### src/akf_pkg.sv
// Shared constants, micro-op table and types for the altitude Kalman filter core.
package akf_pkg;

    localparam int FRAC_BITS = 16;
    localparam int GAIN_FRAC = 24;
    localparam int DIV_W     = 32 + GAIN_FRAC;
    localparam int DCNT_W    = $clog2(DIV_W + 1);
    localparam int WIDE_W    = 68;

    localparam logic signed [31:0] ONE_FX    = 32'sd1 <<< FRAC_BITS;
    localparam logic signed [31:0] SPEED_LIM = 32'((64'sd2401 <<< FRAC_BITS) / 10);
    localparam logic signed [31:0] S32_MAX   = 32'sh7FFF_FFFF;
    localparam logic signed [31:0] S32_MIN   = 32'sh8000_0000;

    localparam logic [1:0] CMD_PREDICT = 2'd0;
    localparam logic [1:0] CMD_UPDATE  = 2'd1;
    localparam logic [1:0] CMD_RESTART = 2'd2;

    localparam logic [1:0] CFG_INIT_ALT = 2'd0;
    localparam logic [1:0] CFG_PROC_NZ  = 2'd1;
    localparam logic [1:0] CFG_MEAS_NZ  = 2'd2;

    // multiplier operand A
    localparam logic [3:0] A_DT = 4'd0, A_ACCEL = 4'd1, A_VEL = 4'd2, A_CV = 4'd3,
                           A_T = 4'd4, A_CC = 4'd5, A_PN = 4'd6, A_ALT = 4'd7,
                           A_MN = 4'd8, A_K0 = 4'd9, A_K1 = 4'd10;
    // multiplier operand B
    localparam logic [2:0] B_DT = 3'd0, B_DT2 = 3'd1, B_TWO_DT = 3'd2, B_ONE = 3'd3,
                           B_Y = 3'd4, B_CP = 3'd5, B_CC = 3'd6;
    // base to which the rounded product is added, or from which it is subtracted
    localparam logic [2:0] BS_ZERO = 3'd0, BS_ALT = 3'd1, BS_VEL = 3'd2, BS_CP = 3'd3,
                           BS_CC = 3'd4, BS_CV = 3'd5, BS_ACC = 3'd6, BS_BARO = 3'd7;
    // rounding shift
    localparam logic [1:0] SH_0 = 2'd0, SH_16 = 2'd1, SH_24 = 2'd2, SH_33 = 2'd3;
    // destination
    localparam logic [3:0] D_DT2 = 4'd0, D_NA = 4'd1, D_NV = 4'd2, D_NP = 4'd3,
                           D_NC = 4'd4, D_NQ = 4'd5, D_ACC = 4'd6, D_T = 4'd7,
                           D_Y = 4'd8, D_S = 4'd9, D_K0 = 4'd10, D_K1 = 4'd11;

    localparam logic [4:0] STEP_PREDICT = 5'd0;
    localparam logic [4:0] STEP_UPDATE  = 5'd16;

    typedef struct packed {
        logic [3:0] a_sel;
        logic [2:0] b_sel;
        logic [2:0] base_sel;
        logic       neg;
        logic       pre_acc;
        logic [1:0] shift;
        logic [3:0] dest;
        logic       is_div;
        logic       last;
    } t_uop;

    function automatic t_uop mk(input logic [3:0] a, input logic [2:0] b,
                                input logic [2:0] bs, input logic ng, input logic pa,
                                input logic [1:0] sh, input logic [3:0] d,
                                input logic dv, input logic ls);
        t_uop u;
        u.a_sel = a; u.b_sel = b; u.base_sel = bs; u.neg = ng; u.pre_acc = pa;
        u.shift = sh; u.dest = d; u.is_div = dv; u.last = ls;
        return u;
    endfunction

    function automatic t_uop uop_of(input logic [4:0] step);
        t_uop u;
        unique case (step)
            5'd0:  u = mk(A_DT,    B_DT,     BS_ZERO, 1'b0, 1'b0, SH_0,  D_DT2, 1'b0, 1'b0);
            5'd1:  u = mk(A_ACCEL, B_DT,     BS_VEL,  1'b0, 1'b0, SH_16, D_NV,  1'b0, 1'b0);
            5'd2:  u = mk(A_VEL,   B_DT,     BS_ALT,  1'b0, 1'b0, SH_16, D_ACC, 1'b0, 1'b0);
            5'd3:  u = mk(A_ACCEL, B_DT2,    BS_ACC,  1'b0, 1'b0, SH_33, D_NA,  1'b0, 1'b0);
            5'd4:  u = mk(A_CV,    B_DT,     BS_ZERO, 1'b0, 1'b0, SH_16, D_T,   1'b0, 1'b0);
            5'd5:  u = mk(A_T,     B_ONE,    BS_CC,   1'b0, 1'b0, SH_0,  D_NC,  1'b0, 1'b0);
            5'd6:  u = mk(A_CC,    B_TWO_DT, BS_ZERO, 1'b0, 1'b0, SH_0,  D_ACC, 1'b0, 1'b0);
            5'd7:  u = mk(A_T,     B_DT,     BS_CP,   1'b0, 1'b1, SH_16, D_NP,  1'b0, 1'b0);
            5'd8:  u = mk(A_PN,    B_DT,     BS_CV,   1'b0, 1'b0, SH_16, D_NQ,  1'b0, 1'b1);
            5'd16: u = mk(A_ALT,   B_ONE,    BS_BARO, 1'b1, 1'b0, SH_0,  D_Y,   1'b0, 1'b0);
            5'd17: u = mk(A_MN,    B_ONE,    BS_CP,   1'b0, 1'b0, SH_0,  D_S,   1'b0, 1'b0);
            5'd18: u = mk(A_DT,    B_DT,     BS_ZERO, 1'b0, 1'b0, SH_0,  D_K0,  1'b1, 1'b0);
            5'd19: u = mk(A_DT,    B_DT,     BS_ZERO, 1'b0, 1'b0, SH_0,  D_K1,  1'b1, 1'b0);
            5'd20: u = mk(A_K0,    B_Y,      BS_ALT,  1'b0, 1'b0, SH_24, D_NA,  1'b0, 1'b0);
            5'd21: u = mk(A_K1,    B_Y,      BS_VEL,  1'b0, 1'b0, SH_24, D_NV,  1'b0, 1'b0);
            5'd22: u = mk(A_K0,    B_CP,     BS_CP,   1'b1, 1'b0, SH_24, D_NP,  1'b0, 1'b0);
            5'd23: u = mk(A_K0,    B_CC,     BS_CC,   1'b1, 1'b0, SH_24, D_NC,  1'b0, 1'b0);
            5'd24: u = mk(A_K1,    B_CC,     BS_CV,   1'b1, 1'b0, SH_24, D_NQ,  1'b0, 1'b1);
            default: u = mk(A_DT,  B_DT,     BS_ZERO, 1'b0, 1'b0, SH_0,  D_ACC, 1'b0, 1'b1);
        endcase
        return u;
    endfunction

endpackage

### src/akf_div.sv
// Serial restoring divider: (num * 2^GAIN_FRAC) / den, truncated, clipped to 32 bits.
module akf_div (
    input  logic                i_clk,
    input  logic                i_rst_n,
    input  logic                i_start,
    input  logic signed [31:0]  i_num,
    input  logic        [31:0]  i_den,
    output logic                o_done,
    output logic signed [31:0]  o_quo
);
    import akf_pkg::*;

    logic [DIV_W-1:0]  r_num;
    logic [DIV_W-1:0]  r_quo;
    logic [31:0]       r_rem;
    logic [31:0]       r_den;
    logic [DCNT_W-1:0] r_cnt;
    logic              r_busy;
    logic              r_neg;
    logic              r_done;

    logic [32:0] trial;
    logic        fits;
    logic [31:0] mag;

    assign mag   = i_num[31] ? 32'(-i_num) : 32'(i_num);
    assign trial = {r_rem, r_num[DIV_W-1]};
    assign fits  = trial >= {1'b0, r_den};

    always_ff @(posedge i_clk) begin
        if (!i_rst_n) begin
            r_busy <= 1'b0;
            r_done <= 1'b0;
            r_cnt  <= '0;
        end else begin
            r_done <= 1'b0;
            if (i_start) begin
                r_busy <= 1'b1;
                r_cnt  <= '0;
            end else if (r_busy) begin
                r_cnt <= r_cnt + 1'b1;
                if (r_cnt == DCNT_W'(DIV_W - 1)) begin
                    r_busy <= 1'b0;
                    r_done <= 1'b1;
                end
            end
        end
    end

    always_ff @(posedge i_clk) begin
        if (i_start) begin
            r_num <= {mag, {GAIN_FRAC{1'b0}}};
            r_quo <= '0;
            r_rem <= '0;
            r_den <= i_den;
            r_neg <= i_num[31];
        end else if (r_busy) begin
            r_num <= {r_num[DIV_W-2:0], 1'b0};
            r_quo <= {r_quo[DIV_W-2:0], fits};
            r_rem <= fits ? 32'(trial - {1'b0, r_den}) : trial[31:0];
        end
    end

    always_comb begin
        if (r_neg) begin
            if (r_quo > DIV_W'(64'h8000_0000)) o_quo = S32_MIN;
            else                               o_quo = 32'(-r_quo);
        end else begin
            if (r_quo > DIV_W'(64'h7FFF_FFFF)) o_quo = S32_MAX;
            else                               o_quo = 32'(r_quo);
        end
    end

    assign o_done = r_done;

endmodule

### config.mk
export PLATFORM = sky130hd
export DESIGN_NAME = akf_div
export DESIGN_NICKNAME = d
export VERILOG_FILES = /design/src/akf_pkg.sv /design/src/akf_div.sv
export SDC_FILE = /design/constraint.sdc
export NUM_CORES = 1
export LEC_CHECK = 0
export ABC_AREA = 1
export BUFFER_PORTS_ARGS = -buffer_cell sky130_fd_sc_hd__buf_2
export CAP_MARGIN = 10
export CELL_PAD_IN_SITES_DETAIL_PLACEMENT = 1
export CELL_PAD_IN_SITES_GLOBAL_PLACEMENT = 1
export CORE_UTILIZATION = 30
export DETAILED_ROUTE_END_ITERATION = 10
export HOLD_SLACK_MARGIN = 0.06
export MAX_ROUTING_LAYER = met4
export PLACE_DENSITY = 0.71
export SYNTH_ARGS = -nofsm -noshare
export SYNTH_HDL_FRONTEND = slang
export SYNTH_SLANG_ARGS = --single-unit
### constraint.sdc
create_clock -name i_clk -period 2.8 [get_ports i_clk]
set_input_delay 0.28 -clock i_clk [delete_from_list [all_inputs] [get_ports i_clk]]
set_output_delay 0.28 -clock i_clk [all_outputs]
set_load 0.005 [all_outputs]
# [Word level (Yosys, flattened, before mapping)]
# Index checks and enable logic that the tools add are counted.
[classes] magnitude_cmp=3 n_eq_ne=1 addsub=4 n_reduce_logical=3 bitwise_logic=2 n_mux=11
[ops] op="$mux W32" n=5
[ops] op="$mux W56" n=2
[ops] op="$neg A32 Y32" n=2
[ops] op="$gt A56 B31 Y1 const B" n=1
[ops] op="$gt A56 B32 Y1 const B" n=1
[ops] op="$ge A33 B32 Y1" n=1
[ops] op="$sub A32 B32 Y32" n=1
[ops] op="$add A6 B1 Y6 const B" n=1
[ops] op="$eq A6 B6 Y1 const B" n=1
[ops] op="$mux W1" n=4
[ops] op="$reduce_or A3 Y1" n=1
[ops] op="$not A1 Y1" n=2
[ops] op="$reduce_bool A2 Y1" n=1
[ops] op="$reduce_or A2 Y1" n=1
[totals] elab_cells=32 reg_bits=161 output_inout_bits=33

# [Longest topological paths before layout]
# Gate-level depths: netlist of run 1.
[depth] depth_word=4 depth_mapped=17

# [Worst setup path after synthesis of run 1]
# OpenSTA, ideal clock, no wires.
[synth_timing] kind="reg-to-reg" startpoint="register r_busy" endpoint="register r_num[24] (enable)" setup_time_ps=409 arrival_ps=1782 path_slack_ps=608 required_time_ps=2391 stages_incl_launch_ff=5 cell_sequence="dfxtp_1 -> buf_2 -> nor2_2 -> inv_1 -> clkbuf_1"
[synth_via] elab_chain_len=1
[synth_lines] element="start, declared" line="akf_div.sv:18" rtl="logic r_busy;"
[synth_lines] element="start signal, assigned" line="akf_div.sv:32" rtl="r_busy <= 1'b0;"
[synth_lines] element="start signal, assigned" line="akf_div.sv:38" rtl="r_busy <= 1'b1;"
[synth_lines] element="start signal, assigned" line="akf_div.sv:43" rtl="r_busy <= 1'b0;"
[synth_lines] element="$reduce_bool A2 Y1 (no line)"
[synth_lines] element="end signal, assigned" line="akf_div.sv:52" rtl="r_num <= {mag, {GAIN_FRAC{1'b0}}};"
[synth_lines] element="end signal, assigned" line="akf_div.sv:58" rtl="r_num <= {r_num[DIV_W-2:0], 1'b0};"
[synth_lines] element="end, declared" line="akf_div.sv:13" rtl="logic [DIV_W-1:0] r_num;"
# No other way between the ends.
# A chain may end at the register's enable or synchronous reset.

# [Final worst setup path of run 1]
[layout_timing] startpoint="register r_quo[0]" endpoint="output port o_quo[27]"
[layout_via] elab_chain_len=3 word_cells_on_any_way=6 cone_classes="add/sub: 1; order compare: 2; mux: 3"
[layout_lines] element="start, declared" line="akf_div.sv:14" rtl="logic [DIV_W-1:0] r_quo;"
[layout_lines] element="start signal, assigned" line="akf_div.sv:59" rtl="r_quo <= {r_quo[DIV_W-2:0], fits};"
[layout_lines] element="$gt A56 B31 Y1, or another cell as far along" line="akf_div.sv:69" rtl="if (r_quo > DIV_W'(64'h7FFF_FFFF)) o_quo = S32_MAX;"
[layout_lines] element="$mux W32, on equally long branches" line="akf_div.sv:69, akf_div.sv:66"
[layout_lines] element="$mux W32 (*)" line="akf_div.sv:65" rtl="if (r_neg) begin"
[layout_lines] element="end, declared" line="akf_div.sv:9" rtl="output logic signed [31:0] o_quo"
# Every way passes the cells marked *; elsewhere a longest branch is shown, timed or not.

==> run_results.csv, run 1 <==
group,metric,value,unit
status,status,"completed",
synthesis,yosysSeqAreaShare,0.3611,
synthesis,yosysMostFrequentCell,"nand2_1",
power_and_ir_drop,ir_drop,0.0004007,V
run,drv_cap,0,
synthesis,synthArstFlopShare,0,
cells_and_area,area_growth,20.24,%
timing,clock_skew,0.01500,ns
cells_and_area,ff_latch_area,3876,µm²
global_route,grt_start_max_net_pins,58,
timing,rsz0062_at_grt,"yes",
detailed_routing,detail-route-antenna-nets,0,
timing,max_freq,0.3637,GHz
synthesis,synth_edf_count,65,
timing,fin_tns_setup,0,ns
global_route,grt_first_pass_wirelength,57.01,mm
synthesis,syn-num-nets,1631,
global_route,grt_pass1_vias,11010,
clock_network,clock_sinks,161,
timing,fin_crit_sh,0.9819,
global_route,grtUsageTotal,0.2028,
worst_setup_path,critPathBufInv,5,
placement,io_buffer_count,99,
worst_setup_path,crit_type,"flop to primary output",
synthesis,netlist_area,10730,µm²
die,num_io_pins,100,
synthesis,synth_warnings,0,
die,dieArea,36520,µm²
clock_network,htreeDepth,4,
timing,setup_viol,0,
die,dieWidth,191.1,µm
clock_network,cts.clk_slew.worst_paths,0.08,ns
synthesis,synth_area_leaders,"edfxtp_1 (18%), dfxtp_1 (18%), nand2_1 (13%)",
worst_setup_path,max_stage_delay,0.34,ns
worst_setup_path,cp_max_fo,7,
detailed_routing,dr_total_vias,10630,
clock_network,worstSkewPairLatency,0.45,ns
worst_setup_path,worstPathRequired,2.52,ns
detailed_routing,wl_per_cell,16.46,µm
detailed_routing,viasPerCell,4.994,
clock_network,clockBufferDepth,2,
cells_and_area,drive_gt1_frac,0.1674,
cells_and_area,nFillCells,4399,
timing,finalHoldViolations,0,
cells_and_area,multi_input_area,5837,µm²
synthesis,synth_top_area_cell,"edfxtp_1",
worst_setup_path,path_cells,"inv_4, ha_4, inv_4, nor3_4, inv_2, nor2_4, nand2_2, inv_2, nand4_1, nand2_4, nand2_8, o21ai_4, buf_2",
cells_and_area,nets,1763,
timing,max_slew_margin,0.3229,
global_route,antenna_found_initial,1,
worst_setup_path,end_kind,"primary output",
synthesis,synth.distinct_cells,46,
placement,place_inst,2047,
worst_setup_path,arrival,2.47,ns
worst_setup_path,path_delay_family,"simple AND/OR/NAND/NOR gates",
placement,place.gp.congestion,0.9447,
clock_network,clock-root-buffer,"clkbuf_16",
die,rows,68,
timing,slew_violations,0,
power_and_ir_drop,p_per_area,439.8,nW/µm²
synthesis,synthFlopType,"dfxtp_1",
cells_and_area,utilization,0.3698,
global_route,met1_usage,0.2484,
worst_setup_path,cp_slowest_cell,"dfxtp_2",
global_route,top_usage_layer,"met2",
worst_hold_path,hp-class,"input pin to flop",
detailed_routing,dr.pass1.iters,4,
die,core,34880,µm²
detailed_routing,wl,35.05,mm
die,initial_utilization,0.3075,
global_route,met3_usage,0.02478,
die,fp.dieH,191.1,µm
synthesis,syn_inst,1528,
global_route,use_met2,0.3474,
synthesis,synth.cells.most_frequent,"nand2_1 (369), inv_1 (255), nor2_1 (125)",
clock_network,cts_tree,"built",
synthesis,synth_area_per_cell,7.021,µm²
detailed_routing,drc,0,
worst_setup_path,start_kind,"flop",
timing,tightest_slew,1.016,ns
timing,min_period,2.749,ns
synthesis,synth-seq-cells,161,
power_and_ir_drop,p_leak,6.298,nW
clock_network,numCtsBuffers,17,
placement,dp_hpwl,25.63,mm
synthesis,synth_top_area_share,0.1819,
detailed_routing,drt_iter0_drc,487,
cells_and_area,stdcell_count,2129,
global_route,grt_overflow,0,
registers in the layout, indices dropped and copies added (netlist names):
name / flops
r_busy: 1
r_cnt: 6
r_rem: 32
r_neg: 1
r_den: 32
r_quo: 56
o_done: 1
r_num: 32
metal layers:
layer	wire length (µm)	vias up
li1	-	5245
met1	15980	5183
met2	17490	166
met3	982	38
met4	601	0
met5	0	-
final timing paths:
check            start         to  slack [ns]  cells after the start
max reg2reg   r_den[0]  r_rem[28]        0.23                     14
min reg2reg  r_rem[31]  r_rem[31]        0.48                      2
min            i_rst_n     r_busy        0.10                      3
max           r_quo[0]  o_quo[27]        0.05                     13
kinds of logic after synthesis:
| group | Yosys count | share of synthesized area |
|---|---|---|
| adder cells (fa/ha/maj) | 36 | 0.04269 |
| XOR/XNOR | 52 | 0.04245 |
| AND/OR/NAND/NOR | 754 | 0.3238 |
| buffers and inverters | 313 | 0.1172 |
| AO/OA/AOI/OAI | 212 | 0.1128 |
| flip-flops | 161 | 0.3611 |
area by class of cell:
| class | instances | share of cell area |
|---|---|---|
| clock buffer | 18 | 0.03492 |
| timing repair buffer | 160 | 0.08032 |
| inverter | 264 | 0.07721 |
| tap | 455 | 0.04414 |
| clock inverter | 14 | 0.01019 |
| multi-input combinational | 1056 | 0.4525 |
| sequential | 161 | 0.3005 |
| antenna | 1 | 0.0001940 |
worst register-to-register path: stages, from the launching register on:
cell	delay (ns)
edfxtp_1	0.38
ha_1	0.23
fa_1	0.41
inv_1	0.12
nand3_1	0.08
nand3_1	0.19
nand2_1	0.08
nand2_1	0.17
nand2_1	0.11
nand2_1	0.15
nand3_1	0.17
nand3_1	0.12
nand3_1	0.10
nand2_1	0.10
nand2_1	0.04
power by group:
part,internal (mW),switching (mW)
logic,0.223,0.459
registers,2.55,0.0327
clock network,1.23,1.17
total,4.01,1.67
repair_timing:
action,CTS,global route
buffers inserted,12,3
gates cloned,2,0
setup endpoints to repair,32,32
hold endpoints to repair,32,0
pin swaps,5,9
hold buffers,32,0
gates resized for setup,38,26
per-stage QoR:
step           area (µm²)  power (mW)  hold slack (ns)  worst slack [ns]
6_report            12900       5.673           0.1013           0.05070
5_1_grt             12900       5.933           0.1077          -0.05240
4_1_cts             12780       5.747          0.08978           0.01714
3_5_place_dp        11630       3.272           0.4583           0.06358
3_3_place_gp        11630       3.254           0.4588           0.09694
2_1_floorplan       10730       3.038           0.3789            0.6085
cells in the final DEF, fill, tap and decap left out, types with 8 or more instances in the layout:
cell,count
o21ai_0,67
nor2_4,8
buf_4,30
nand2_1,369
o21ai_1,13
nor3_1,22
nor2_1,118
nand3_2,19
nand2_2,17
nor2_2,13
a21oi_1,28
dfxtp_1,94
o21ai_2,13
edfxtp_1,65
inv_1,248
clkbuf_16,18
a31oi_1,12
inv_2,14
ha_1,34
o22ai_1,55
nand4_1,51
buf_2,98
xor2_1,46
nand3_1,104
dlygate4sd3_1,32
(Power assumes the default switching activity.)
==> run 2: changes to the inputs <==
--- a/config.mk
+++ b/config.mk
@@ -14,7 +14,8 @@
 export DETAILED_ROUTE_END_ITERATION = 10
 export HOLD_SLACK_MARGIN = 0.06
 export MAX_ROUTING_LAYER = met4
-export PLACE_DENSITY = 0.71
+export PLACE_DENSITY = 0.73
 export SYNTH_ARGS = -nofsm -noshare
 export SYNTH_HDL_FRONTEND = slang
 export SYNTH_SLANG_ARGS = --single-unit
+export TNS_END_PERCENT = 1
==> constraint.sdc (replaced) <==
create_clock -name i_clk -period 2.3 [get_ports i_clk]
set_input_delay 0.23 -clock i_clk [delete_from_list [all_inputs] [get_ports i_clk]]
set_output_delay 0.23 -clock i_clk [all_outputs]
set_load 0.005 [all_outputs]
==> run 2 against run 1 <==
Against the previous run:
- the flow now finishes with violations (negative setup slack)
- critical endpoint is now o_quo[25]
- critical path type unchanged
- die area stayed put
- first-iteration DRC count is 25% higher
- clock power is 20% higher
- via count is 1.0% higher
- count of clock-buffer cells in the layout is 1 lower
==> run_results.csv, run 2 (synthesized netlist as in run 1, its figures left out) <==
group,metric,value,unit
status,status,"complete, but fails checks",
status,violations,"negative setup slack",
clock_network,worstSkewPairLatency,0.46,ns
power_and_ir_drop,ir_drop,0.0004576,V
global_route,grtUsageTotal,0.2059,
worst_hold_path,hp-start,"i_start",
detailed_routing,dr_total_vias,10740,
die,rows,68,
die,dieWidth,191.1,µm
timing,finalHoldViolations,0,
timing,setup_viol,32,
cells_and_area,regMostFlops,"r_quo",
detailed_routing,dr.pass1.iters,5,
die,num_io_pins,100,
detailed_routing,viasPerCell,4.946,
global_route,antenna_found_initial,1,
cells_and_area,final_cell_mix,"nand2_1 (363), inv_1 (246), nor2_1 (113), nand3_1 (102), buf_2 (98)",
placement,placed_area,11980,µm²
worst_setup_path,worstPathRequired,2.07,ns
die,initial_utilization,0.3075,
detailed_routing,wl_per_cell,16.39,µm
cells_and_area,layout_commonest_cell,"nand2_1",
cells_and_area,drive_gt1_frac,0.2052,
clock_network,cts.clk_slew.worst_paths,0.08,ns
worst_hold_path,hp-class,"input pin to flop",
worst_setup_path,arrival,2.35,ns
die,dieArea,36520,µm²
timing,fin_crit_sh,1.124,
placement,io_buffer_count,99,
cells_and_area,area_growth,24.67,%
worst_setup_path,cp_max_fo,6,
detailed_routing,detail-route-antenna-nets,0,
timing,max_slew_margin,0.3480,
cells_and_area,nets,1805,
worst_setup_path,cp-startpoint,"r_quo[1]",
worst_setup_path,cp_common_cell,"inv_2",
placement,place.gp.congestion,0.9648,
clock_network,numCtsBuffers,17,
worst_hold_path,min_path_cells,1,
detailed_routing,drc,0,
clock_network,cts_tree,"built",
timing,fin_tns_setup,-6.823,ns
detailed_routing,wl,35.58,mm
power_and_ir_drop,p_per_area,515.2,nW/µm²
placement,place_inst,2086,
worst_setup_path,regToRegSetupSlack,0.03,ns
global_route,grt_start_max_net_pins,72,
global_route,grt_overflow,0,
worst_setup_path,start_kind,"flop",
cells_and_area,stdcell_count,2171,
placement,dp_hpwl,26.48,mm
die,fp.dieH,191.1,µm
timing,clock_skew,0.01342,ns
worst_setup_path,end_kind,"primary output",
global_route,grt_pass1_vias,11190,
cells_and_area,multi_input_area,5901,µm²
cells_and_area,ff_latch_area,3879,µm²
clock_network,clockBufferDepth,2,
worst_setup_path,rr_worst_depth,17,
global_route,grt_first_pass_wirelength,57.36,mm
worst_setup_path,worstReg2RegEnd,"r_rem[14]",
clock_network,clock_sinks,161,
timing,fin_ws,-0.2850,ns
worst_setup_path,regToRegStartpoint,"r_den[19]",
worst_hold_path,min_to,"r_den[3]",
power_and_ir_drop,p_leak,6.554,nW
worst_setup_path,crit_type,"flop to primary output",
clock_network,htreeDepth,4,
worst_setup_path,max_stage_delay,0.33,ns
detailed_routing,drt_iter0_drc,611,
timing,max_freq,0.3868,GHz
timing,tightest_slew,0.9766,ns
run,drv_cap,0,
placement,pre_cts_slack,-0.1111,ns
worst_setup_path,cp_slowest_cell,"dfxtp_2",
timing,min_period,2.585,ns
cells_and_area,final_cell_area,13370,µm²
cells_and_area,largest_reg_flops,56,
cells_and_area,nFillCells,4380,
clock_network,clock-root-buffer,"clkbuf_16",
timing,rsz0062_at_grt,"yes",
worst_setup_path,path_cells,"inv_2, ha_4, inv_2, nor3_4, inv_2, nor2_4, nand2_2, inv_2, nand4_1, nand2_2, buf_12, nand2_8, buf_16, o21ai_2, buf_2",
die,core,34880,µm²
timing,slew_violations,0,
[run 2: cell types whose count changed in the layout (fill, tap and decap cells not counted), moves of 5 or more]
cell / delta
buf_4: +33
o21ai_2: +9
nand2_2: +7
nand2_1: -6
buf_12: +5
nor2_1: -5
nor3_2: +5
o21ai_4: -5
[run 2: power by group]
group / leakage (nW) / switching (mW) / internal, mW
Clock: 0.289 / 1.43 / 1.45
Sequential: 1.42 / 0.0447 / 3.10
Combinational: 4.84 / 0.560 / 0.304
Total: 6.55 / 2.03 / 4.86
[run 2: how the worst max path moves through the flow]
stage | slack (ns) | end | cells after the start
global placement | -0.09 | r_rem[28] | 15
global route | -0.41 | o_quo[27] | 12
floorplan | 0.11 | r_num[24] | 4
finish | -0.28 | o_quo[25] | 15
detailed placement | -0.11 | r_rem[28] | 15
CTS | -0.32 | o_quo[19] | 15
[run 2: stage by stage]
step           utilization  hold WS, ns  power (mW)
4_1_cts             0.3784       0.1596       6.967
3_5_place_dp        0.3434       0.4084       4.002
2_1_floorplan            -       0.3289       3.699
6_report            0.3834       0.1725       6.891
3_3_place_gp        0.3434       0.4086       3.974
5_1_grt             0.3834       0.1572       7.200
[run 2: critical path: cells and delay by family, from the launching register on]
family          cells  cell delay [ns]
simple gates        6             0.64
fa+ha+maj           1             0.14
buf+inv             7             0.68
flops               1             0.33
compound gates      1             0.11
[run 2: metal layers]
metal	global-route usage	up-vias	share of wire
li1	-	5325	-
met1	0.2486	5200	0.46
met2	0.3485	158	0.49
met3	0.02882	55	0.027
met4	0.07265	0	0.024
met5	-	-	0
[run 2: timing repair]
item / in CTS / in global routing
endpoints found under the hold margin: 34 / 0
buffers inserted: 10 / 5
hold buffers: 34 / 0
cloned: 3 / 0
resized for setup: 53 / 45
pin swaps: 10 / 13
endpoints found under the setup margin: 60 / 71
[run 2: final cells by class]
cell class              count  area share
well taps                 455     0.04257
repair buffers            202      0.1081
flip-flops and latches    161      0.2900
clock buffers              17     0.03181
multi-input cells        1056      0.4412
clock inverters            15     0.01179
inverters                 264     0.07428
diodes                      1   0.0001871
